## config.mk

```make
export PLATFORM = sky130hd
export DESIGN_NAME = g2e_div_cell
export DESIGN_NICKNAME = d
export VERILOG_FILES = /design/src/g2e_pkg.sv /design/src/g2e_div_cell.sv
export SDC_FILE = /design/constraint.sdc
export NUM_CORES = 1
export LEC_CHECK = 0
export ABC_AREA = 1
export BUFFER_PORTS_ARGS = -buffer_cell sky130_fd_sc_hd__buf_4
export CAP_MARGIN = 40
export CORE_AREA = 2 2 250 252
export DETAILED_ROUTE_END_ITERATION = 6
export DIE_AREA = 0 0 252 254
export GPL_ROUTABILITY_DRIVEN = 0
export SLEW_MARGIN = 15
export SYNTH_ARGS = -nofsm -noshare
export SYNTH_HDL_FRONTEND = slang
export SYNTH_SLANG_ARGS = --single-unit
```

## constraint.sdc

```tcl
create_clock -name clk -period 5.3 [get_ports clk]
set_clock_uncertainty 0.1 [all_clocks]
set_input_delay 0 -clock clk [delete_from_list [all_inputs] [get_ports clk]]
set_output_delay 0 -clock clk [all_outputs]
set_load 0.005 [all_outputs]
```

## src/g2e_pkg.sv

```systemverilog
// ----------------------------------------------------------------------------
// g2e_pkg - shared types and constants of the geodetic to ECEF converter
// Field widths, the CORDIC arctangent table and the beat structures that
// travel through the cell chains.
// ----------------------------------------------------------------------------
package g2e_pkg;

  localparam int CORDIC_STAGES_DEF = 24;
  localparam int ATAN_LEN          = 31;

  localparam int LON_W    = 32;
  localparam int LAT_W    = 32;
  localparam int H_W      = 28;
  localparam int OUT_W    = 34;
  localparam int RADIUS_W = 33;
  localparam int ECC_W    = 32;
  localparam int CFG_W    = 33;
  localparam int IDX_W    = 1;
  localparam int IN_W     = 96;
  localparam int OUTD_W   = 104;

  // CORDIC vector components and residual angle.
  localparam int VEC_W = 33;
  localparam int ANG_W = 34;
  // Square root working width, root width and quotient width.
  localparam int ROOT_W  = 64;
  localparam int ROOT_STEPS = 32;
  localparam int R_W     = 31;
  localparam int Q_W     = 49;

  localparam logic [IDX_W-1:0] REG_RADIUS = 1'd0;
  localparam logic [IDX_W-1:0] REG_ECC    = 1'd1;

  localparam logic [RADIUS_W-1:0] RADIUS_RESET = 33'd6378137000;
  localparam logic [ECC_W-1:0]    ECC_RESET    = 32'd28752143;

  localparam logic signed [VEC_W-1:0] INV_GAIN     = 33'sh026DD3B6A;
  localparam logic signed [ANG_W-1:0] ANG_QUARTER  = 34'sd1073741824;
  localparam logic signed [ANG_W-1:0] ANG_HALF     = 34'sd2147483648;

  localparam logic [29:0] ATAN_TAB [ATAN_LEN] = '{
    30'h20000000, 30'h12E4051E, 30'h09FB385B, 30'h051111D4, 30'h028B0D43,
    30'h0145D7E1, 30'h00A2F61E, 30'h00517C55, 30'h0028BE53, 30'h00145F2F,
    30'h000A2F98, 30'h000517CC, 30'h00028BE6, 30'h000145F3, 30'h0000A2FA,
    30'h0000517D, 30'h000028BE, 30'h0000145F, 30'h00000A30, 30'h00000518,
    30'h0000028C, 30'h00000146, 30'h000000A3, 30'h00000051, 30'h00000029,
    30'h00000014, 30'h0000000A, 30'h00000005, 30'h00000003, 30'h00000001,
    30'h00000001
  };

  // Arctangent of 2^-i in binary angle units; zero past the end of the table.
  function automatic logic signed [ANG_W-1:0] atan_step(input int i);
    logic [4:0] idx;
    idx = i[4:0];
    if (i < ATAN_LEN) begin
      return ANG_W'(ATAN_TAB[idx]);
    end
    return '0;
  endfunction

  typedef struct packed {
    logic signed [VEC_W-1:0] x;
    logic signed [VEC_W-1:0] y;
    logic signed [ANG_W-1:0] z;
  } cvec_t;

  typedef struct packed {
    cvec_t                 lon;
    cvec_t                 lat;
    logic                  flip;
    logic signed [H_W-1:0] h;
  } cord_t;

  typedef struct packed {
    logic signed [VEC_W-1:0] cl;
    logic signed [VEC_W-1:0] sl;
    logic signed [VEC_W-1:0] cp;
    logic signed [VEC_W-1:0] sp;
    logic signed [H_W-1:0]   h;
  } side_t;

  typedef struct packed {
    logic [ROOT_W-1:0] v;
    logic [ROOT_W-1:0] res;
    side_t             side;
  } root_t;

  typedef struct packed {
    logic [R_W-1:0] rem;
    logic [Q_W-1:0] low;
    logic [Q_W-1:0] q;
    logic [R_W-1:0] r;
    side_t          side;
  } div_t;

endpackage

```

## src/g2e_div_cell.sv

```systemverilog
// ----------------------------------------------------------------------------
// g2e_div_cell - one step of the restoring divider
// Brings down one dividend bit and settles one quotient bit of N.
// ----------------------------------------------------------------------------
module g2e_div_cell (
  input  logic           clk,
  input  logic           rst_n,
  input  logic           en,
  input  logic           in_valid,
  input  g2e_pkg::div_t  in_data,
  output logic           out_valid,
  output g2e_pkg::div_t  out_data
);

  logic                     valid_r;
  g2e_pkg::div_t            data_r;
  g2e_pkg::div_t            data_nxt;
  logic [g2e_pkg::R_W:0]    rem2;
  logic [g2e_pkg::R_W:0]    dsr;

  always_comb begin
    data_nxt     = in_data;
    rem2         = {in_data.rem, in_data.low[g2e_pkg::Q_W-1]};
    dsr          = {1'b0, in_data.r};
    data_nxt.low = in_data.low << 1;
    if (rem2 >= dsr) begin
      data_nxt.rem = g2e_pkg::R_W'(rem2 - dsr);
      data_nxt.q   = {in_data.q[g2e_pkg::Q_W-2:0], 1'b1};
    end else begin
      data_nxt.rem = rem2[g2e_pkg::R_W-1:0];
      data_nxt.q   = {in_data.q[g2e_pkg::Q_W-2:0], 1'b0};
    end
  end

  always_ff @(posedge clk) begin
    if (!rst_n) begin
      valid_r <= 1'b0;
    end else if (en) begin
      valid_r <= in_valid;
    end
  end

  always_ff @(posedge clk) begin
    if (en) begin
      data_r <= data_nxt;
    end
  end

  assign out_valid = valid_r;
  assign out_data  = data_r;

endmodule

```

Word-level counts from Yosys, hierarchy flattened --
Index checks and enable logic that the tools add are counted.
Storage, ports and cells: input bits 324, register bits 320, output and inout port bits 321, logic and storage cells 14
Operators by class: add/subtract/negate cells 1, $lt $le $gt $ge 1, muxes and demuxes 2
Operators by type and width (count):
- 32-bit by 31-bit greater-or-equal comparator with 1-bit output | 1
- 31-bit two-way mux | 1
- 31-bit subtractor | 1
- 1-bit two-way mux | 1

Depth between registers and ports, before layout --
word-level depth 2, depth in mapped cells 15, mapped depth without buffers 15

Least setup slack after synthesis --
OpenSTA, ideal clock, no wires.
path kind input -> register, start point in in_data[288] (netlist name), end point reg data_r (netlist bit out_data[314]), data pin, buffers on the path 2, required time 4947 ps, library setup time 253 ps, arrival time 1535 ps, stages on the path 15, setup slack 3412 ps, cell sequence inv_1 > ha_1 > fa_1 > inv_1 > nand2_1 > nand2_1 > nand3_2 > nand2_2 > nand2_2 > nand3_2 > nand2_2 > buf_6 > buf_8 > nand3_2 > nand2_1
RTL lines:
- start, declared | RTL line g2e_div_cell.sv:10 | input g2e_pkg::div_t in_data,
- end signal, assigned | RTL line g2e_div_cell.sv:45 | data_r <= data_nxt;
- end, declared | RTL line g2e_div_cell.sv:16 | g2e_pkg::div_t data_r;

==> run_results.csv <==
group,metric,value,unit
outcome,run_status,"finished, final reports clean",
final_layout,multi_input_area,0.00245,mm2
sta,period_minus_slack,3190,ps
placement,place_ws,2210,ps
die,die-width,252,um
global_route,antenna_found_initial,23,
sta,setup_violations,0,
critical_path,required,5490,ps
route,ant_nets,0,
critical_path,worstRegToRegCells,3,
logic_synthesis,synth_cells,950,
die,initial_utilization,0.207,
critical_path,start_kind,"primary input",
power,peakVddDrop,0.000190,V
sta,hold_viol,0,
logic_synthesis,synth-seq-cells,320,
power,total_power,7.23,mW
sta,drv_slew,0,
logic_synthesis,synth_top_area_share,0.754,
route,vias_per_cell,4.08,
clocking,cts_root_buf,"clkbuf_16",
logic_synthesis,ys_types,35,
global_route,grt_pass1_vias,11499,
power,cellLeakagePower,10.3,nW
sta,max_freq,314,MHz
critical_path,end_kind,"flop",
final_layout,fillerInstances,5900,
clocking,cts_tree,"built",
final_layout,drive_gt1_frac,0.375,
placement,io_buffer_count,642,
global_route,grt_max_degree,123,
final_layout,fin_nets,2306,
logic_synthesis,synth_area_leaders,"edfxtp_1 75%, nand2_1 7.5%, inv_1 4.3%",
clocking,cts.sinks,320,
clocking,htree_levels,2,
placement,hpwl,48700,um
critical_path,r2r_setup_slack,3970,ps
logic_synthesis,yosys_warnings,0,
route,dr_total_vias,11343,
global_route,grt_use_total,0.188,
sta,tns,0,ps
critical_path,crit_fanout,34,
power,pwr_density_cell,313,mW/mm2
final_layout,area_growth,81.6,%
die,io_pins,645,
clocking,holdBufCountCts,321,
critical_path,reg2reg_from,"out_valid",
placement,dp.cells,2375,
clocking,clkSlewWorstSetupHoldPaths,60,ps
route,wl,63600,um
clocking,post_cts_resized,0,
die,rows,91,
logic_synthesis,seq_area_frac_synth,0.756,
route,drt_iter0_drc,767,
critical_path,r2r_end,"out_valid",
die,fp.dieArea,0.0640,mm2
global_route,grt_pass1_wl,84500,um
sta,timing.final.ws_setup,2110,ps
worst_hold_path,hp-start,"in_data[319]",
worst_hold_path,hold_depth,6,
route,drc,0,
final_layout,stdcell_count,2781,
sta,slew_headroom,0.417,
final_layout,final_util,0.377,
logic_synthesis,syn_nets,1306,
die,dieHeight,254,um
sta,rsz0062_at_grt,"no",
sta,period_share,0.601,
route,firstDrtPassIters,5,
clocking,cts_setup_buffers,0,
logic_synthesis,syn_avg_cell_area,13.4,um2
critical_path,cp.arrival,3370,ps
final_layout,regArea,0.00960,mm2
critical_path,worstSetupPathType,"primary input to flop",
logic_synthesis,syn_area,0.0127,mm2
job,drv_cap,0,
global_route,grt-ovfl-total,0,
worst_hold_path,hold_path.class,"primary input to flop",
sta,tightest_slew,874,ps
logic_synthesis,yosys.area.top_type,"edfxtp_1",
route,wl_per_cell,22.9,um
clocking,clk_latency,550,ps
clocking,numCtsBuffers,42,
die,fp.coreArea,0.0613,mm2
clocking,clockBufferDepth,3,
worst_hold_path,hold_end,"out_data[310]",
## cell usage in the layout (no fill, tap or decap), types with 2 or more instances in the layout
cell / netlist / routed
clkbuf_16: 0 / 43
nor2_2: 2 / 2
clkinvlp_4: 0 / 4
nand2_2: 8 / 8
clkinv_4: 0 / 3
clkinv_2: 0 / 7
nand3b_1: 2 / 2
nand3_2: 13 / 13
a21oi_1: 17 / 17
o21bai_1: 3 / 3
nor2_1: 36 / 36
buf_4: 3 / 641
nor3_2: 2 / 2
inv_1: 147 / 147
xor2_1: 13 / 13
o21ai_0: 3 / 3
diode_2: 0 / 10
inv_2: 2 / 2
ha_1: 31 / 31
edfxtp_1: 319 / 319
nand3_1: 65 / 65
dlygate4sd3_1: 0 / 321
nand2_1: 253 / 253
clkinv_1: 0 / 9
clkbuf_1: 0 / 4
nand4_1: 7 / 7
buf_12: 0 / 2
nor2_4: 4 / 4
bufinv_16: 0 / 4
## how the worst max path moves through the flow
stage / start / end / slack (ps) / depth (start not counted)
finish: in_data[174] / out_data[313] / 2110 / 14
global route: in_data[174] / out_data[313] / 1930 / 14
CTS: in_data[174] / out_data[313] / 2130 / 14
detailed placement: in_data[160] / out_data[313] / 2210 / 14
global placement: in_data[183] / out_data[311] / 2220 / 13
floorplan: in_data[288] / out_data[314] / 3410 / 15
## power breakdown
group | switching (mW) | total, mW | leakage (nW) | internal (mW)
combinational | 0.613 | 1.28 | 6.56 | 0.667
sequential | 0.0758 | 3.12 | 3.13 | 3.04
clock | 1.16 | 2.83 | 0.650 | 1.68
total | 1.84 | 7.23 | 10.3 | 5.38
## cell type report
| class | instances | area share |
|---|---|---|
| inverters | 149 | 0.0242 |
| clock buffers | 47 | 0.0473 |
| flip-flops and latches | 320 | 0.416 |
| multi-input cells | 471 | 0.106 |
| repair buffers | 966 | 0.351 |
| diodes | 10 | 0.00108 |
| well taps | 790 | 0.0428 |
| clock inverters | 28 | 0.0110 |
## sequential cells by signal, summed over array words and instances, names as in the netlist
name / cells
out_data: 319
out_valid: 1
## synth_stat cells, drive strengths merged
cell type	count
inv	149
nor3	2
nand3b	2
buf	10
nand2	262
ha	31
nor2	42
and3	1
o21ai	4
xor2	13
o21a	1
edfxtp	319
dfxtp	1
nand4	7
and2	2
conb	1
xnor2	1
a21oi	18
nand3	78
or2	2
o21bai	3
fa	1
## per-layer routing
layer / global-route usage / vias to the layer above / part of all wire
li1: - / 5230 / -
met1: 0.212 / 5443 / 0.37
met2: 0.313 / 528 / 0.48
met3: 0.0755 / 118 / 0.096
met4: 0.0884 / 24 / 0.047
met5: 0 / - / 0.0023
## stage by stage
| step | instance area [um2] | hold WS [ps] |
|---|---|---|
| floorplan | 12700 | -6.54 |
| CTS | 23000 | 3.66 |
| detailed placement | 18500 | 79.2 |
| global placement | 18500 | 78.4 |
| global route | 23100 | 29.5 |
| finish | 23100 | 29.0 |
## cell families (layout without fill, tap and decap cells)
group / Yosys count / count (layout) / share of synthesized area
AND/OR/NAND/NOR: 398 / 398 / 0.139
buffers and inverters: 159 / 1190 / 0.0516
flip-flops: 320 / 320 / 0.756
adder cells (fa/ha/maj): 32 / 32 / 0.0321
other: 1 / 11 / 0.000295
AO/OA/AOI/OAI: 26 / 26 / 0.0113
XOR/XNOR: 14 / 14 / 0.00965
## critical path, cell delays in order
cell and delay, ps:
dlygate4sd3_1 690, buf_4 170, inv_1 40, ha_1 360, nand2_2 140, inv_1 50, nand2_1 70, nand2_1 80
a21oi_1 200, nand3_2 110, nand2_2 620, nand2_4 450, nand3_1 270, nand2_1 90
(Power assumes the default switching activity.)
