--- config.mk ---
export PLATFORM = sky130hd
export DESIGN_NAME = g2e_root_cell
export DESIGN_NICKNAME = d
export VERILOG_FILES = /design/src/g2e_pkg.sv /design/src/g2e_root_cell.sv
export SDC_FILE = /design/constraint.sdc
export NUM_CORES = 1
export LEC_CHECK = 0
export BUFFER_PORTS_ARGS = -buffer_cell sky130_fd_sc_hd__buf_2
export CAP_MARGIN = 10
export CORE_AREA = 8 8 217 219
export DETAILED_ROUTE_END_ITERATION = 12
export DIE_AREA = 0 0 225 227
export PLACE_DENSITY = 0.65
export SETUP_SLACK_MARGIN = 0.15
export SLEW_MARGIN = 20
export SYNTH_ARGS = -nofsm -noshare
export SYNTH_HDL_FRONTEND = slang
export SYNTH_SLANG_ARGS = --single-unit
--- constraint.sdc ---
create_clock -name clk -period 4.7 [get_ports clk]
set_input_delay 1.41 -clock clk [delete_from_list [all_inputs] [get_ports clk]]
set_output_delay 1.41 -clock clk [all_outputs]
set_load 0.05 [all_outputs]
--- src/g2e_pkg.sv ---
// ----------------------------------------------------------------------------
// g2e_pkg - shared types and constants of the geodetic to ECEF converter
// Field widths, the CORDIC arctangent table and the beat structures that
// travel through the cell chains.
// ----------------------------------------------------------------------------
package g2e_pkg;

  localparam int CORDIC_STAGES_DEF = 24;
  localparam int ATAN_LEN          = 31;

  localparam int LON_W    = 32;
  localparam int LAT_W    = 32;
  localparam int H_W      = 28;
  localparam int OUT_W    = 34;
  localparam int RADIUS_W = 33;
  localparam int ECC_W    = 32;
  localparam int CFG_W    = 33;
  localparam int IDX_W    = 1;
  localparam int IN_W     = 96;
  localparam int OUTD_W   = 104;

  // CORDIC vector components and residual angle.
  localparam int VEC_W = 33;
  localparam int ANG_W = 34;
  // Square root working width, root width and quotient width.
  localparam int ROOT_W  = 64;
  localparam int ROOT_STEPS = 32;
  localparam int R_W     = 31;
  localparam int Q_W     = 49;

  localparam logic [IDX_W-1:0] REG_RADIUS = 1'd0;
  localparam logic [IDX_W-1:0] REG_ECC    = 1'd1;

  localparam logic [RADIUS_W-1:0] RADIUS_RESET = 33'd6378137000;
  localparam logic [ECC_W-1:0]    ECC_RESET    = 32'd28752143;

  localparam logic signed [VEC_W-1:0] INV_GAIN     = 33'sh026DD3B6A;
  localparam logic signed [ANG_W-1:0] ANG_QUARTER  = 34'sd1073741824;
  localparam logic signed [ANG_W-1:0] ANG_HALF     = 34'sd2147483648;

  localparam logic [29:0] ATAN_TAB [ATAN_LEN] = '{
    30'h20000000, 30'h12E4051E, 30'h09FB385B, 30'h051111D4, 30'h028B0D43,
    30'h0145D7E1, 30'h00A2F61E, 30'h00517C55, 30'h0028BE53, 30'h00145F2F,
    30'h000A2F98, 30'h000517CC, 30'h00028BE6, 30'h000145F3, 30'h0000A2FA,
    30'h0000517D, 30'h000028BE, 30'h0000145F, 30'h00000A30, 30'h00000518,
    30'h0000028C, 30'h00000146, 30'h000000A3, 30'h00000051, 30'h00000029,
    30'h00000014, 30'h0000000A, 30'h00000005, 30'h00000003, 30'h00000001,
    30'h00000001
  };

  // Arctangent of 2^-i in binary angle units; zero past the end of the table.
  function automatic logic signed [ANG_W-1:0] atan_step(input int i);
    logic [4:0] idx;
    idx = i[4:0];
    if (i < ATAN_LEN) begin
      return ANG_W'(ATAN_TAB[idx]);
    end
    return '0;
  endfunction

  typedef struct packed {
    logic signed [VEC_W-1:0] x;
    logic signed [VEC_W-1:0] y;
    logic signed [ANG_W-1:0] z;
  } cvec_t;

  typedef struct packed {
    cvec_t                 lon;
    cvec_t                 lat;
    logic                  flip;
    logic signed [H_W-1:0] h;
  } cord_t;

  typedef struct packed {
    logic signed [VEC_W-1:0] cl;
    logic signed [VEC_W-1:0] sl;
    logic signed [VEC_W-1:0] cp;
    logic signed [VEC_W-1:0] sp;
    logic signed [H_W-1:0]   h;
  } side_t;

  typedef struct packed {
    logic [ROOT_W-1:0] v;
    logic [ROOT_W-1:0] res;
    side_t             side;
  } root_t;

  typedef struct packed {
    logic [R_W-1:0] rem;
    logic [Q_W-1:0] low;
    logic [Q_W-1:0] q;
    logic [R_W-1:0] r;
    side_t          side;
  } div_t;

endpackage

--- src/g2e_root_cell.sv ---
// ----------------------------------------------------------------------------
// g2e_root_cell - one step of the restoring square root
// Settles one bit of the root of 1 - e2 sin^2 lat.
// ----------------------------------------------------------------------------
module g2e_root_cell #(
  parameter int K = 0
) (
  input  logic            clk,
  input  logic            rst_n,
  input  logic            en,
  input  logic            in_valid,
  input  g2e_pkg::root_t  in_data,
  output logic            out_valid,
  output g2e_pkg::root_t  out_data
);

  localparam logic [g2e_pkg::ROOT_W-1:0] BIT =
    g2e_pkg::ROOT_W'(1) << (g2e_pkg::ROOT_W - 2 - 2 * K);

  logic                        valid_r;
  g2e_pkg::root_t              data_r;
  g2e_pkg::root_t              data_nxt;
  logic [g2e_pkg::ROOT_W-1:0]  trial;

  always_comb begin
    data_nxt = in_data;
    trial    = in_data.res + BIT;
    if (in_data.v >= trial) begin
      data_nxt.v   = in_data.v - trial;
      data_nxt.res = (in_data.res >> 1) + BIT;
    end else begin
      data_nxt.res = in_data.res >> 1;
    end
  end

  always_ff @(posedge clk) begin
    if (!rst_n) begin
      valid_r <= 1'b0;
    end else if (en) begin
      valid_r <= in_valid;
    end
  end

  always_ff @(posedge clk) begin
    if (en) begin
      data_r <= data_nxt;
    end
  end

  assign out_valid = valid_r;
  assign out_data  = data_r;

endmodule

# Word level (Yosys, flattened, before mapping)
# Index checks and enable logic that the tools add are counted.
classes:
  n_addsub: 3
  magnitude_cmp: 1
  mux: 2
ops:
  columns: ["operator", "count"]
  rows:
  - ["$add A63 B63 Y64 const B", 1]
  - ["$add A64 B63 Y64 const B", 1]
  - ["$ge A64 B64 Y1", 1]
  - ["$mux W64", 1]
  - ["$sub A64 B64 Y64", 1]
  - ["$mux W63", 1]
totals:
  regBits: 289
  out_inout_bits: 289

# Logic depth before layout (Yosys ltp)
depth:
  depth_word: 3
  mapped_depth: 15
  ltp_nobuf: 13

# Worst setup path before layout
# OpenSTA, ideal clock, no wires.
synth_path:
  path_kind: "input-to-reg"
  startpoint: "in in_data[224] in the netlist's numbering"
  endpoint: "reg data_r (netlist bit out_data[286]), data pin"
  setup_ns: 0.269
  arrival_time_ns: 3.720
  required_ns: 4.431
  path_slack_ns: 0.712
  stages: 14
  path_buffers: 1
  path_cell_list: "inv_1 ha_1 fa_1 nor2b_1 o21a_1 o211ai_2 a31o_2 nand2_2 a311oi_2 a31oi_4 nor2_4 buf_6 nor4bb_1 nor4_2"
synth_lines:
  columns: ["item", "line", "text"]
  rows:
  - ["start, declared", "g2e_root_cell.sv:12", "input g2e_pkg::root_t in_data,"]
  - ["end signal, assigned", "g2e_root_cell.sv:46", "data_r <= data_nxt;"]
  - ["end, declared", "g2e_root_cell.sv:21", "g2e_pkg::root_t data_r;"]

==> Flow_metrics.wiki <==
{| class="wikitable"
! Metric !! Value
|-
| Status || complete, no violations
|-
| # Max-Cap Violations || 0
|-
| CP bufs+invs || 3
|-
| Post-synthesis average cell area || 12.6 µm²
|-
| Instance count after placement with tap cells included || 2236
|-
| Number of stages on the worst setup path || 14
|-
| Worst path required time || 4.98 ns
|-
| Min-delay worst type || flip-flop to flip-flop
|-
| Vias post-DR || 11227
|-
| Synthesis-stage register bit count || 289
|-
| Buffer levels on the longest clock path || 3
|-
| Setup tns final || 0 ns
|-
| Setup repair after global routing missed its margin || false
|-
| Maximum ir drop on the vdd rail || 0.256 mV
|-
| Detailed-route wire length || 54100 µm
|-
| Post-synth net total || 1432
|-
| Rel. slew slack || 0.471
|-
| Max frequency || 0.241 GHz
|-
| R2r endpoint || out_valid
|-
| Residual overflow from global routing || 0
|-
| I/O pin count || 581
|-
| Antenna-violating nets left || 0
|-
| Worst skew pair latency || 0.53 ns
|-
| Final #Nets || 2038
|-
| Final weighted congestion in routability-driven placement || 0.918
|-
| Worst Hold Path Cells || 2
|-
| Floorplan die height || 227 µm
|-
| Worst-margin pin slew || 0.794 ns
|-
| Worst setup timing slack at the placement stage || 0.0372 ns
|-
| Detailed-placement wirelength estimate || 44300 µm
|-
| Most frequent cells after synthesis || sky130_fd_sc_hd__edfxtp_1 (288), sky130_fd_sc_hd__nand2_1 (106), sky130_fd_sc_hd__o21ai_0 (88)
|-
| Post-synth top area cell || sky130_fd_sc_hd__edfxtp_1
|-
| Overall global routing resource usage || 0.200
|-
| Count of instances resized after the clock tree is built || 0
|-
| Power per Cell Area || 433 mW/mm²
|-
| Min-delay src || out_valid
|-
| Pleak || 8.14 nW
|-
| Stage delay of the slowest cell on the critical path || 0.63 ns
|-
| Clock transition at the registers of the reported paths || 0.06 ns
|-
| Reg2Reg Depth || 2
|-
| Startpoint of the worst-slack reg-to-reg timing path || out_valid
|-
| Cell chosen for the clock root || sky130_fd_sc_hd__clkbuf_16
|-
| Sequential share of the synthesized area || 0.639
|-
| Cell family with most CP delay || compound AO/OA/AOI/OAI gates
|-
| Terminating pin of the worst hold path || out_valid
|-
| TritonCTS Sinks || 289
|-
| Inserted Clock Buffers || 35
|-
| First-pass GRT wire length || 75700 µm
|-
| Die span in x || 225 µm
|-
| Maximum number of pins on one net before global-route repair || 92
|-
| Number of flops mapped to enable cells by yosys || 288
|-
| Fillers || 4173
|-
| Detailed-routing iteration count for the pre-antenna-repair pass || 5
|-
| Area of the core || 0.0436 mm²
|-
| Most common cell in the synthesized netlist || sky130_fd_sc_hd__edfxtp_1
|-
| Largest fanout of any net on the critical path || 6
|-
| Fraction of synthesized cell area taken by the top area cell type || 0.637
|-
| Critical path arrival || 4.43 ns
|-
| Final number of hold-violating endpoints || 0
|-
| Number of slew-limit violations in the final report || 0
|-
| Area added between synthesis and finish || 35.7%
|-
| Path type of the worst setup path || input pin to flip-flop
|-
| Clock tree from TritonCTS || done
|-
| Crit share post-route || 0.882
|-
| Minimum setup slack among reg-to-reg paths || 4.07 ns
|-
| Num rows || 77
|-
| Routed len/inst || 23.5 µm
|-
| Initial Utilization || 0.311
|-
| Number of vias per cell || 4.87
|-
| # port buffers || 580
|-
| Setup ws final || 0.555 ns
|-
| Design Area, Final || 0.0184 mm²
|-
| Count of unique library cells instantiated by Yosys || 65
|-
| Setup clock skew after layout || 0 ns
|-
| Placement-stage cell area || 0.0173 mm²
|-
| Drc violations || 0
|-
| Buffers inserted during post-CTS setup optimization || 0
|-
| Slowest cell on crit path || sky130_fd_sc_hd__a21oi_1
|-
| Worst path cell trace || buf_2, inv_1, ha_1, a21o_1, a21oi_1, nor2_1, a211oi_1, o21ai_0, a21oi_1, o21ai_0, buf_4, o2111ai_1, nor4bb_1, nor3_1
|-
| Post-Syn Area || 0.0136 mm²
|-
| Cell types occupying the most area after synthesis || sky130_fd_sc_hd__edfxtp_1 (64%), sky130_fd_sc_hd__ha_1 (5.9%), sky130_fd_sc_hd__o21ai_0 (3.2%), sky130_fd_sc_hd__a21oi_1 (3.2%), sky130_fd_sc_hd__nand2_1 (2.9%)
|-
| Post-layout min period || 4.14 ns
|-
| Most frequently used flop master after synthesis || sky130_fd_sc_hd__edfxtp_1
|-
| Synth Warn # || 0
|-
| Number of H-tree levels || 2
|-
| Initial antenna violation count || 25
|-
| Crit path capture type || flip-flop
|-
| Via count of the first global-routing pass || 11391
|-
| Hold bufs inserted after CTS || 0
|-
| Number of standard cells in the final layout excluding fillers || 2304
|-
| Share of post-route cells with drive strength above 1 || 0.395
|-
| Ys async rst share || 0
|-
| Die area || 0.0511 mm²
|-
| Element type at the critical path start || input pin
|-
| Cell count after synthesis || 1075
|-
| DRC marker count from the first detailed-route iteration || 566
|-
| Setup violation total in the final timing report || 0
|}
layout by cell type, fill, tap and decap left out, types with 6 or more instances in the layout:
cell type	count
sky130_fd_sc_hd__clkbuf_16	35
sky130_fd_sc_hd__nand4_1	24
sky130_fd_sc_hd__nor2b_1	9
sky130_fd_sc_hd__nor2_1	37
sky130_fd_sc_hd__a21o_1	45
sky130_fd_sc_hd__o21bai_1	21
sky130_fd_sc_hd__o211ai_1	6
sky130_fd_sc_hd__a21oi_1	86
sky130_fd_sc_hd__ha_1	64
sky130_fd_sc_hd__diode_2	7
sky130_fd_sc_hd__a31oi_1	6
sky130_fd_sc_hd__buf_4	22
sky130_fd_sc_hd__nand3_1	9
sky130_fd_sc_hd__xnor2_1	33
sky130_fd_sc_hd__inv_1	80
sky130_fd_sc_hd__o21a_1	9
sky130_fd_sc_hd__buf_2	579
sky130_fd_sc_hd__xor2_1	25
sky130_fd_sc_hd__nand2_1	106
sky130_fd_sc_hd__clkinv_1	7
sky130_fd_sc_hd__o21ai_0	88
sky130_fd_sc_hd__nor3_1	15
sky130_fd_sc_hd__edfxtp_1	288
logic make-up after synthesis:
family	Yosys count	synth area share
compound gates	303	0.139
flops	289	0.639
xor+xnor	58	0.0374
buf+inv	117	0.0350
simple gates	236	0.0836
mux	7	0.00563
fa+ha+maj	65	0.0605
sequential cells by signal, indices dropped and copies added, names as in the netlist:
register / flops
out_valid: 1
out_data: 288
per-stage QoR:
stage | util | hold WS, ns | total power [mW]
after detailed placement | 0.396 | 0.550 | 5.41
after CTS | 0.421 | 0.563 | 8.08
after floorplan | - | 0.743 | 4.71
after global routing | 0.422 | 0.567 | 8.28
after global placement | 0.396 | 0.502 | 5.39
final | 0.422 | 0.559 | 7.98
report_power, final:
group / switching [mW] / internal (mW)
sequential: 0.0638 / 3.13
clock: 1.09 / 1.54
combinational: 1.59 / 0.557
total: 2.75 / 5.23
layer usage:
metal / vias to the layer above / global-route usage / part of all wire
li1: 5228 / - / -
met1: 5393 / 0.217 / 0.37
met2: 462 / 0.347 / 0.50
met3: 108 / 0.0788 / 0.091
met4: 36 / 0.0829 / 0.035
met5: - / 0 / 0.0046
worst reg2reg max path: stages, from the launching register on:
cell and delay [ns]:
sky130_fd_sc_hd__dfxtp_1 0.31, sky130_fd_sc_hd__mux2i_1 0.14, sky130_fd_sc_hd__nor2b_1 0.07
worst max-delay path by stage:
stage | startpoint | endpoint | slack, ns
floorplan | in_data[224] | out_data[286] | 0.71
global placement | in_data[224] | out_data[282] | 0.14
detailed placement | in_data[174] | out_data[282] | 0.04
CTS | in_data[174] | out_data[282] | 0.60
global route | in_data[174] | out_data[282] | 0.30
finish | in_data[174] | out_data[282] | 0.56
final cells by class:
cell class	count	area, µm²	area share
Clock inverter	21	206	0.0112
Multi-Input combinational cell	669	4420	0.240
Antenna cell	7	17.5	0.000951
Tap cell	592	741	0.0402
Inverter	80	300	0.0163
Sequential cell	289	8670	0.471
Timing Repair Buffer	606	3160	0.172
Clock buffer	40	895	0.0486
(Power assumes the default switching activity.)
