File: src/g2e_pkg.sv
// ----------------------------------------------------------------------------
// g2e_pkg - shared types and constants of the geodetic to ECEF converter
// Field widths, the CORDIC arctangent table and the beat structures that
// travel through the cell chains.
// ----------------------------------------------------------------------------
package g2e_pkg;

  localparam int CORDIC_STAGES_DEF = 24;
  localparam int ATAN_LEN          = 31;

  localparam int LON_W    = 32;
  localparam int LAT_W    = 32;
  localparam int H_W      = 28;
  localparam int OUT_W    = 34;
  localparam int RADIUS_W = 33;
  localparam int ECC_W    = 32;
  localparam int CFG_W    = 33;
  localparam int IDX_W    = 1;
  localparam int IN_W     = 96;
  localparam int OUTD_W   = 104;

  // CORDIC vector components and residual angle.
  localparam int VEC_W = 33;
  localparam int ANG_W = 34;
  // Square root working width, root width and quotient width.
  localparam int ROOT_W  = 64;
  localparam int ROOT_STEPS = 32;
  localparam int R_W     = 31;
  localparam int Q_W     = 49;

  localparam logic [IDX_W-1:0] REG_RADIUS = 1'd0;
  localparam logic [IDX_W-1:0] REG_ECC    = 1'd1;

  localparam logic [RADIUS_W-1:0] RADIUS_RESET = 33'd6378137000;
  localparam logic [ECC_W-1:0]    ECC_RESET    = 32'd28752143;

  localparam logic signed [VEC_W-1:0] INV_GAIN     = 33'sh026DD3B6A;
  localparam logic signed [ANG_W-1:0] ANG_QUARTER  = 34'sd1073741824;
  localparam logic signed [ANG_W-1:0] ANG_HALF     = 34'sd2147483648;

  localparam logic [29:0] ATAN_TAB [ATAN_LEN] = '{
    30'h20000000, 30'h12E4051E, 30'h09FB385B, 30'h051111D4, 30'h028B0D43,
    30'h0145D7E1, 30'h00A2F61E, 30'h00517C55, 30'h0028BE53, 30'h00145F2F,
    30'h000A2F98, 30'h000517CC, 30'h00028BE6, 30'h000145F3, 30'h0000A2FA,
    30'h0000517D, 30'h000028BE, 30'h0000145F, 30'h00000A30, 30'h00000518,
    30'h0000028C, 30'h00000146, 30'h000000A3, 30'h00000051, 30'h00000029,
    30'h00000014, 30'h0000000A, 30'h00000005, 30'h00000003, 30'h00000001,
    30'h00000001
  };

  // Arctangent of 2^-i in binary angle units; zero past the end of the table.
  function automatic logic signed [ANG_W-1:0] atan_step(input int i);
    logic [4:0] idx;
    idx = i[4:0];
    if (i < ATAN_LEN) begin
      return ANG_W'(ATAN_TAB[idx]);
    end
    return '0;
  endfunction

  typedef struct packed {
    logic signed [VEC_W-1:0] x;
    logic signed [VEC_W-1:0] y;
    logic signed [ANG_W-1:0] z;
  } cvec_t;

  typedef struct packed {
    cvec_t                 lon;
    cvec_t                 lat;
    logic                  flip;
    logic signed [H_W-1:0] h;
  } cord_t;

  typedef struct packed {
    logic signed [VEC_W-1:0] cl;
    logic signed [VEC_W-1:0] sl;
    logic signed [VEC_W-1:0] cp;
    logic signed [VEC_W-1:0] sp;
    logic signed [H_W-1:0]   h;
  } side_t;

  typedef struct packed {
    logic [ROOT_W-1:0] v;
    logic [ROOT_W-1:0] res;
    side_t             side;
  } root_t;

  typedef struct packed {
    logic [R_W-1:0] rem;
    logic [Q_W-1:0] low;
    logic [Q_W-1:0] q;
    logic [R_W-1:0] r;
    side_t          side;
  } div_t;

endpackage

File: src/g2e_cordic_cell.sv
// ----------------------------------------------------------------------------
// g2e_cordic_cell - one rotation stage for longitude and latitude
// Turns both vectors by the stage's arctangent towards a zero residual.
// ----------------------------------------------------------------------------
module g2e_cordic_cell #(
  parameter int STAGE = 0
) (
  input  logic            clk,
  input  logic            rst_n,
  input  logic            en,
  input  logic            in_valid,
  input  g2e_pkg::cord_t  in_data,
  output logic            out_valid,
  output g2e_pkg::cord_t  out_data
);

  localparam logic signed [g2e_pkg::ANG_W-1:0] ATAN = g2e_pkg::atan_step(STAGE);

  logic           valid_r;
  g2e_pkg::cord_t data_r;
  g2e_pkg::cord_t data_nxt;

  function automatic g2e_pkg::cvec_t rotate(input g2e_pkg::cvec_t v);
    logic signed [g2e_pkg::VEC_W-1:0] x;
    logic signed [g2e_pkg::VEC_W-1:0] y;
    logic signed [g2e_pkg::VEC_W-1:0] dx;
    logic signed [g2e_pkg::VEC_W-1:0] dy;
    logic signed [g2e_pkg::ANG_W-1:0] z;
    g2e_pkg::cvec_t                   o;
    x  = v.x;
    y  = v.y;
    z  = v.z;
    dx = y >>> STAGE;
    dy = x >>> STAGE;
    if (z >= 0) begin
      o.x = x - dx;
      o.y = y + dy;
      o.z = z - ATAN;
    end else begin
      o.x = x + dx;
      o.y = y - dy;
      o.z = z + ATAN;
    end
    return o;
  endfunction

  always_comb begin
    data_nxt     = in_data;
    data_nxt.lon = rotate(in_data.lon);
    data_nxt.lat = rotate(in_data.lat);
  end

  always_ff @(posedge clk) begin
    if (!rst_n) begin
      valid_r <= 1'b0;
    end else if (en) begin
      valid_r <= in_valid;
    end
  end

  always_ff @(posedge clk) begin
    if (en) begin
      data_r <= data_nxt;
    end
  end

  assign out_valid = valid_r;
  assign out_data  = data_r;

endmodule

File: config.mk
export PLATFORM = sky130hd
export DESIGN_NAME = g2e_cordic_cell
export DESIGN_NICKNAME = d
export VERILOG_FILES = /design/src/g2e_pkg.sv /design/src/g2e_cordic_cell.sv
export SDC_FILE = /design/constraint.sdc
export NUM_CORES = 1
export LEC_CHECK = 0
export BUFFER_PORTS_ARGS = -buffer_cell sky130_fd_sc_hd__buf_2
export CORE_MARGIN = 2
export CORE_UTILIZATION = 50
export DETAILED_ROUTE_END_ITERATION = 8
export PLACE_DENSITY = 0.76
export SETUP_SLACK_MARGIN = 0.2
export SKIP_CTS_REPAIR_TIMING = 1
export SLEW_MARGIN = 20
export SYNTH_ARGS = -nofsm -noshare
export SYNTH_HDL_FRONTEND = slang
export SYNTH_SLANG_ARGS = --single-unit
File: constraint.sdc
create_clock -name clk -period 4.1 [get_ports clk]
set_clock_uncertainty 0.2 [all_clocks]
set_input_delay 0.615 -clock clk [delete_from_list [all_inputs] [get_ports clk]]
set_output_delay 0.615 -clock clk [all_outputs]
set_load 0.05 [all_outputs]
* Word level (Yosys, flattened, before mapping)
Cells that the tools add are included.
Word-level totals: register bits 230, input bits 233, output and inout port bits 230, logic and storage cells 23
Operators by class: add/sub/neg operators 10, order comparisons 2, mux-type cells 2
Operator list (number):
- 100-bit 2-to-1 mux | 2
- 33-bit subtractor | 4
- 34-bit by 31-bit adder with 34-bit output, second input constant | 2
- 34-bit by 1-bit >= comparator with 1-bit output, second input constant | 2
- 34-bit by 31-bit subtractor with 34-bit output, second input constant | 2
- 33-bit adder | 2

* Longest topological paths before layout
Gate-level depths: netlist (run 1).
depth in word-level cells 2, gate-level depth with buffers 14, gate-level depth less buffers 12

* Least setup slack after synthesis (run 1)
No wires, ideal clock.
path kind input -> register, start input in_data[163] (netlist name), end register data_r, in the netlist out_data[195], data pin, library setup time 0.263 ns, arrival 3.061 ns, required time 3.637 ns, slack 0.576 ns, stages on the path 11, path buffers 0, cell sequence ha_1 -> fa_1 -> nor2b_1 -> o311ai_2 -> a21oi_2 -> a2111oi_4 -> o311ai_1 -> a21o_1 -> a211o_1 -> a22oi_2 -> xnor2_1
RTL lines:
- from (decl) | RTL line g2e_cordic_cell.sv:12 | input g2e_pkg::cord_t in_data,
- to (signal assigned) | RTL line g2e_cordic_cell.sv:63 | data_r <= data_nxt;
- to (decl) | RTL line g2e_cordic_cell.sv:20 | g2e_pkg::cord_t data_r;

==> results of run 1 <==
## per-stage QoR
| step | util [%] | power (uW) | worst slack [ns] | cell area [um^2] | std cells |
|---|---|---|---|---|---|
| 6_report | 62.9 | 9350 | 0.644 | 23100 | 3039 |
| 5_1_grt | 62.9 | 9730 | 0.416 | 23100 | 3039 |
| 4_1_cts | 62.2 | 9330 | 0.706 | 22900 | 3011 |
| 3_5_place_dp | 59.6 | 6670 | 0.122 | 21900 | 2960 |
| 3_3_place_gp | 59.6 | 6650 | 0.173 | 21900 | 2960 |
| 2_1_floorplan | - | 5580 | 0.576 | 18700 | 2041 |
## registers in the layout (all words and copies together), names as in the netlist
| register | flops |
|---|---|
| out_data | 227 |
| out_valid | 1 |
## synth_stat cells, types with 6 or more instances
cell type	number	share of area, %
mux2i_1	25	1.3
clkbuf_1	53	1.1
nor3_1	37	0.99
and3_1	7	0.23
clkinv_1	12	0.24
xor2_1	24	1.1
nand3_1	26	0.70
nor2b_1	23	0.77
edfxtp_1	227	36
o211ai_1	8	0.32
o21a_1	23	0.92
inv_1	196	3.9
a41oi_1	6	0.28
nand2_1	107	2.1
a211oi_1	30	1.2
a21oi_1	241	6.4
o21bai_1	49	2.0
a221o_1	6	0.32
or3_1	10	0.33
a31oi_1	17	0.57
a21o_1	48	1.9
a221oi_1	7	0.33
nor2_1	157	3.1
fa_1	8	0.86
a21boi_0	10	0.40
nor4_1	28	0.94
xnor2_1	107	5.0
o31ai_1	16	0.64
and2_1	6	0.20
nand2b_1	12	0.40
buf_1	13	0.26
buf_2	20	0.53
a211o_1	9	0.42
or2_2	11	0.37
nand4_1	19	0.63
o41ai_1	7	0.33
o21ai_0	127	3.4
ha_1	218	15
## worst max-delay path by stage
stage            startpoint             to  slack [ns]
6_report        in_data[70]   out_data[93]        0.64
5_1_grt         in_data[70]   out_data[93]        0.42
4_1_cts        in_data[163]  out_data[193]        0.71
3_5_place_dp   in_data[163]  out_data[193]        0.12
3_3_place_gp    in_data[70]   out_data[93]        0.17
2_1_floorplan  in_data[163]  out_data[195]        0.58
## cell type report
| type | instances | area (um^2) | area share [%] |
|---|---|---|---|
| antenna | 5 | 12.5 | 0.0541 |
| inverter | 210 | 788 | 3.41 |
| timing repair buffer | 565 | 3200 | 13.8 |
| clock inverter | 20 | 272 | 1.17 |
| tap | 468 | 586 | 2.53 |
| sequential | 228 | 6840 | 29.5 |
| clock buffer | 31 | 712 | 3.08 |
| multi-input combinational | 1512 | 10700 | 46.4 |
## worst reg2reg max path: stages, from the launching register on
cell     delay [ns]
dfxtp_1        0.31
mux2i_1        0.12
nor2b_1        0.06
## power breakdown
part           leakage [uW]  switching, uW  internal (uW)
Clock              0.000467           1060           1580
Sequential          0.00223           93.3           2970
Combinational       0.00778           2580           1070
Total                0.0105           3730           5620
## cells by family after synthesis
group	count (synthesis)	synth area share (%)
xor+xnor	131	6.13
compound gates	665	22.5
buf+inv	301	6.27
simple gates	465	11.8
mux	25	1.34
fa+ha+maj	226	15.4
flops	228	36.5
## per-layer routing
layer | vias up | share of wire, %
li1 | 8341 | -
met1 | 8363 | 42
met2 | 953 | 47
met3 | 119 | 9.0
met4 | 2 | 2.5
met5 | - | 0.020
==> impl_metrics.json, run 1 <==
{
  "numCtsBuffers": 28,
  "cp_slowest_stage_delay_ns": 0.49,
  "path_cells": "buf_2 > inv_1 > ha_1 > buf_4 > a21oi_1 > nand2_1 > o21ai_0 > o21a_1 > o21ai_0 > buf_4 > a21boi_0 > o21a_1 > mux2i_1 > nor3_1",
  "die_y_um": 198,
  "synth_cells": 2041,
  "final_common_cell": "buf_2",
  "grt_setup_unrepaired": "no",
  "ys_ff_latch": 228,
  "hold_path_class": "in -> reg",
  "rows": 70,
  "cts.sinks": 228,
  "power.leakage_uw": 0.0105,
  "min_from": "in_data[13]",
  "tightest_slew_ns": 0.900,
  "worstSetupPathType": "in -> reg",
  "cp.required_ns": 4.20,
  "tns_ns": 0,
  "vias": 17778,
  "ys_warn_count": 0,
  "routedWlPerCell_um": 21.0,
  "critPathBufInv": 4,
  "synth_nets": 2500,
  "yosysSeqAreaShare_pct": 36.5,
  "coreArea_um2": 36800,
  "max_clock_freq_ghz": 0.289,
  "cts_tree": "done",
  "drt_iter0_drc": 1656,
  "ir_drop_mv": 0.300,
  "min_path_cells": 1,
  "grt_max_degree": 99,
  "top_usage_layer": "met2",
  "cpLargestDelayFamily": "compound AO/OA/AOI/OAI gates",
  "overflow": 0,
  "end_kind": "flop",
  "htree_levels": 1,
  "r2r_setup_slack_ns": 3.30,
  "clkTransAtPathRegs_ns": 0.06,
  "synth-main-ff-cell": "edfxtp_1",
  "syn_to_final_growth_pct": 23.6,
  "syn_area_um2": 18700,
  "synthDistinctLibCells": 82,
  "period_share_pct": 84.3,
  "grtUsageMet2_pct": 51.9,
  "setup_viol": 0,
  "slowest_stage": "a21boi_0",
  "cts_buffer_depth": 3,
  "dr.pass1.iters": 6,
  "holdWs_ns": 0.00539,
  "nFillCells": 3117,
  "drv_cap": 0,
  "die_area_um2": 39000,
  "layout_common_cells": "buf_2, a21oi_1, edfxtp_1",
  "grt_pass1_vias": 16752,
  "port_buffers": 462,
  "synth-edff-count": 227,
  "async_flop_share_pct": 0,
  "root_buffer": "clkbuf_16",
  "layout.nets": 3004,
  "syn_area_per_cell_um2": 9.17,
  "grt_pass1_wl_um": 95100,
  "viasPerCell": 5.85,
  "antenna_found_initial": 7,
  "critPathMaxFanout": 7,
  "cp_num_cells": 14,
  "fin_crit_ns": 3.46,
  "grtUsageMet1_pct": 42.9,
  "wl_um": 63800,
  "status": "finished clean",
  "start_util_pct": 50.9,
  "clk_latency_ns": 0.59,
  "gp_congestion": 0.971,
  "timing.rr.start": "out_valid",
  "holdPathEnd": "out_data[13]",
  "powerDensity_nw_per_um2": 404,
  "ant_nets": 0,
  "maxSlewViolCount": 0,
  "dpl.hpwl_um": 50800,
  "startpoint_type": "input port",
  "final-hold-violation-count": 0,
  "drive_above_1_share_pct": 24.1,
  "dieWidth_um": 198,
  "use_met3_pct": 4.52,
  "slew_headroom_pct": 39.8,
  "reg2regPathDepth": 2,
  "r2r-end": "out_valid",
  "globalRouteTotalUtil_pct": 31.3,
  "pin_count": 463,
  "crit_arrival_ns": 3.55,
  "drc": 0
}
No activity file was read; power rests on OpenSTA's default activity.
==> run 2: changes to the inputs <==
--- a/config.mk
+++ b/config.mk
@@ -5,11 +5,12 @@
 export SDC_FILE = /design/constraint.sdc
 export NUM_CORES = 1
 export LEC_CHECK = 0
+export ABC_AREA = 1
 export BUFFER_PORTS_ARGS = -buffer_cell sky130_fd_sc_hd__buf_2
 export CORE_MARGIN = 2
 export CORE_UTILIZATION = 50
 export DETAILED_ROUTE_END_ITERATION = 8
-export PLACE_DENSITY = 0.76
+export PLACE_DENSITY = 0.74
 export SETUP_SLACK_MARGIN = 0.2
 export SKIP_CTS_REPAIR_TIMING = 1
 export SLEW_MARGIN = 20
==> constraint.sdc (replaced) <==
create_clock -name clk -period 3.4 [get_ports clk]
set_clock_uncertainty 0.2 [all_clocks]
set_input_delay 0.51 -clock clk [delete_from_list [all_inputs] [get_ports clk]]
set_output_delay 0.51 -clock clk [all_outputs]
set_load 0.05 [all_outputs]
==> run 2 against run 1 <==
  * Sequential share of layout area is 4.4 points lower
  * Synthesized cell count grew 68%
  * Area after synthesis up 20%
  * Total power increased by 23%
  * Hold slack better by 0.012 ns
  * Clock-buffer cell count grew 1
  * Combinational power up 28%
  * Largest cell class unchanged
  * Highest routed layer unchanged
==> impl_metrics.json, run 2 <==
{
  "globalRouteTotalUtil_pct": 31.7,
  "async_flop_share_pct": 0,
  "syn_area_um2": 22500,
  "ant_nets": 0,
  "syn_to_final_growth_pct": 21.0,
  "swShare_pct": 42.3,
  "setup_viol": 0,
  "final-hold-violation-count": 0,
  "vias": 23708,
  "power.leakage_uw": 0.0148,
  "grt_setup_unrepaired": "no",
  "dpl.hpwl_um": 63500,
  "drv_cap": 0,
  "place_inst": 4425,
  "tns_ns": 0,
  "tightest_slew_ns": 0.627,
  "min_from": "in_data[58]",
  "period_share_pct": 79.1,
  "synth_common_cells": "nand2_1, inv_1, nor2_1",
  "p_int_uw": 6620,
  "ir_drop_mv": 0.398,
  "layout_common_cells": "nand2_1, inv_1, buf_2",
  "worstSetupStartpoint": "in_data[150]",
  "nFillCells": 4262,
  "cp.required_ns": 3.53,
  "drive_above_1_share_pct": 13.5,
  "die_area_um2": 46700,
  "synth.top_cell.area_share_pct": 30.3,
  "root_buffer": "clkbuf_16",
  "overflow": 0,
  "htree_levels": 1,
  "dr.pass1.iters": 7,
  "maxSlewViolCount": 0,
  "numCtsBuffers": 27,
  "worstSetupPathType": "in -> reg",
  "seqCellArea_um2": 6840,
  "syn_area_per_cell_um2": 6.55,
  "grt_pass1_wl_um": 117000,
  "coreArea_um2": 44300,
  "grt_pass1_vias": 22078,
  "synth-main-ff-cell": "edfxtp_1",
  "clk_latency_ns": 0.56,
  "antenna_found_initial": 9,
  "pwr-share-seq_pct": 31.9,
  "p_sw_uw": 4840,
  "yosysMostFrequentCell": "nand2_1",
  "ys_warn_count": 0,
  "rows": 77,
  "start_util_pct": 50.8,
  "status": "finished clean",
  "drc": 0,
  "yosysSeqAreaShare_pct": 30.4,
  "synth.area.top_cells": "edfxtp_1, nand2_1, ha_1, inv_1, nand3_1",
  "cts_buffer_depth": 3,
  "dieWidth_um": 216,
  "wl_um": 78900,
  "grt_max_degree": 73,
  "largest_register_ffs": 227,
  "viasPerCell": 5.19,
  "slew_headroom_pct": 58.2,
  "crit_arrival_ns": 2.82,
  "end_kind": "flop",
  "clkTransAtPathRegs_ns": 0.07,
  "stdcell_count": 4571,
  "startpoint_type": "input port",
  "drt_iter0_drc": 1885,
  "fin_ws_ns": 0.709,
  "multi_input_area_um2": 12900,
  "final_common_cell": "nand2_1",
  "timing.rr.start": "out_valid",
  "max_clock_freq_ghz": 0.372,
  "layout.nets": 4410,
  "synthDistinctLibCells": 35,
  "synth_top_area_cell": "edfxtp_1",
  "p_clk_share_pct": 27.5,
  "hold_path_class": "in -> reg",
  "synth-edff-count": 227,
  "synth_cells": 3436,
  "comb_power_share_pct": 40.6,
  "synth_nets": 3895,
  "critPathMaxFanout": 4,
  "pre_cts_slack_ns": 0.264,
  "die_y_um": 216,
  "cts.sinks": 228,
  "cts_tree": "done",
  "fin_crit_ns": 2.69,
  "ys_ff_latch": 228,
  "gp_congestion": 1.01,
  "port_buffers": 462,
  "powerDensity_nw_per_um2": 421,
  "pin_count": 463,
  "routedWlPerCell_um": 17.3
}
run 2: cell count changes in the layout (fill, tap and decap cells not counted), sizes merged, moves of 47 or more:
cell,change
nor2,+178
inv,+425
a21o,-47
nand2,+1065
nand3,+263
xor2,+49
buf,-59
a21oi,-94
xnor2,-105
dlygate4sd3,+66
run 2: worst max-delay path: stages:
cell and delay (ns):
dlygate4sd3_1 0.54, buf_2 0.15, nor4_1 0.38, nand3_1 0.23, o21ai_4 0.28, ha_1 0.32, nand2_1 0.08, nand2_1 0.05
a21oi_1 0.17, xnor2_1 0.11
run 2: worst paths after layout:
check	endpoint	slack, ns	cells after the start
max	out_data[162]	0.71	10
min	out_data[58]	0.02	2
max reg2reg	out_valid	2.00	3
min reg2reg	out_valid	0.92	3
run 2: area by class of cell:
cell class / count / area share [%]
Sequential cell: 228 / 25.1
Timing Repair Buffer: 572 / 12.7
Clock buffer: 32 / 2.55
Multi-Input combinational cell: 2498 / 47.3
Inverter: 624 / 8.60
Tap cell: 592 / 2.72
Clock inverter: 18 / 0.905
Antenna cell: 7 / 0.0643
run 2: power groups by stage:
stage	combinational (uW)	sequential (uW)	clock [uW]
finish	4650	3650	3160
global route	5020	3670	3310
CTS	4500	3640	3170
detailed placement	4480	3700	0
global placement	4470	3700	0
floorplan	2000	4840	0
run 2: per-stage QoR:
step	util (%)	power [uW]	instance area, um^2	hold WS (ns)
2_1_floorplan	-	6840	22500	0.403
3_3_place_gp	57.3	8160	25400	0.321
3_5_place_dp	57.3	8180	25400	0.332
4_1_cts	59.4	11300	26300	-0.121
5_1_grt	61.4	12000	27200	0.0180
6_report	61.5	11500	27200	0.0175
run 2: per-layer routing:
metal / part of all wire, % / track usage [%] / vias up
met5: 0.013 / 0 / -
met4: 5.0 / 15.1 / 2
met3: 7.2 / 3.49 / 201
met2: 48 / 54.3 / 1049
met1: 40 / 40.1 / 10714
li1: - / - / 11742
run 2: cell families (layout without fill, tap and decap cells):
group,after synthesis,count (layout),share of synthesized area [%]
simple gates,1870,1870,33.6
buf+inv,710,1246,12.6
compound gates,327,327,7.79
flops,228,228,30.4
fa+ha+maj,226,226,12.8
xor+xnor,75,75,2.92
other cells,0,7,0
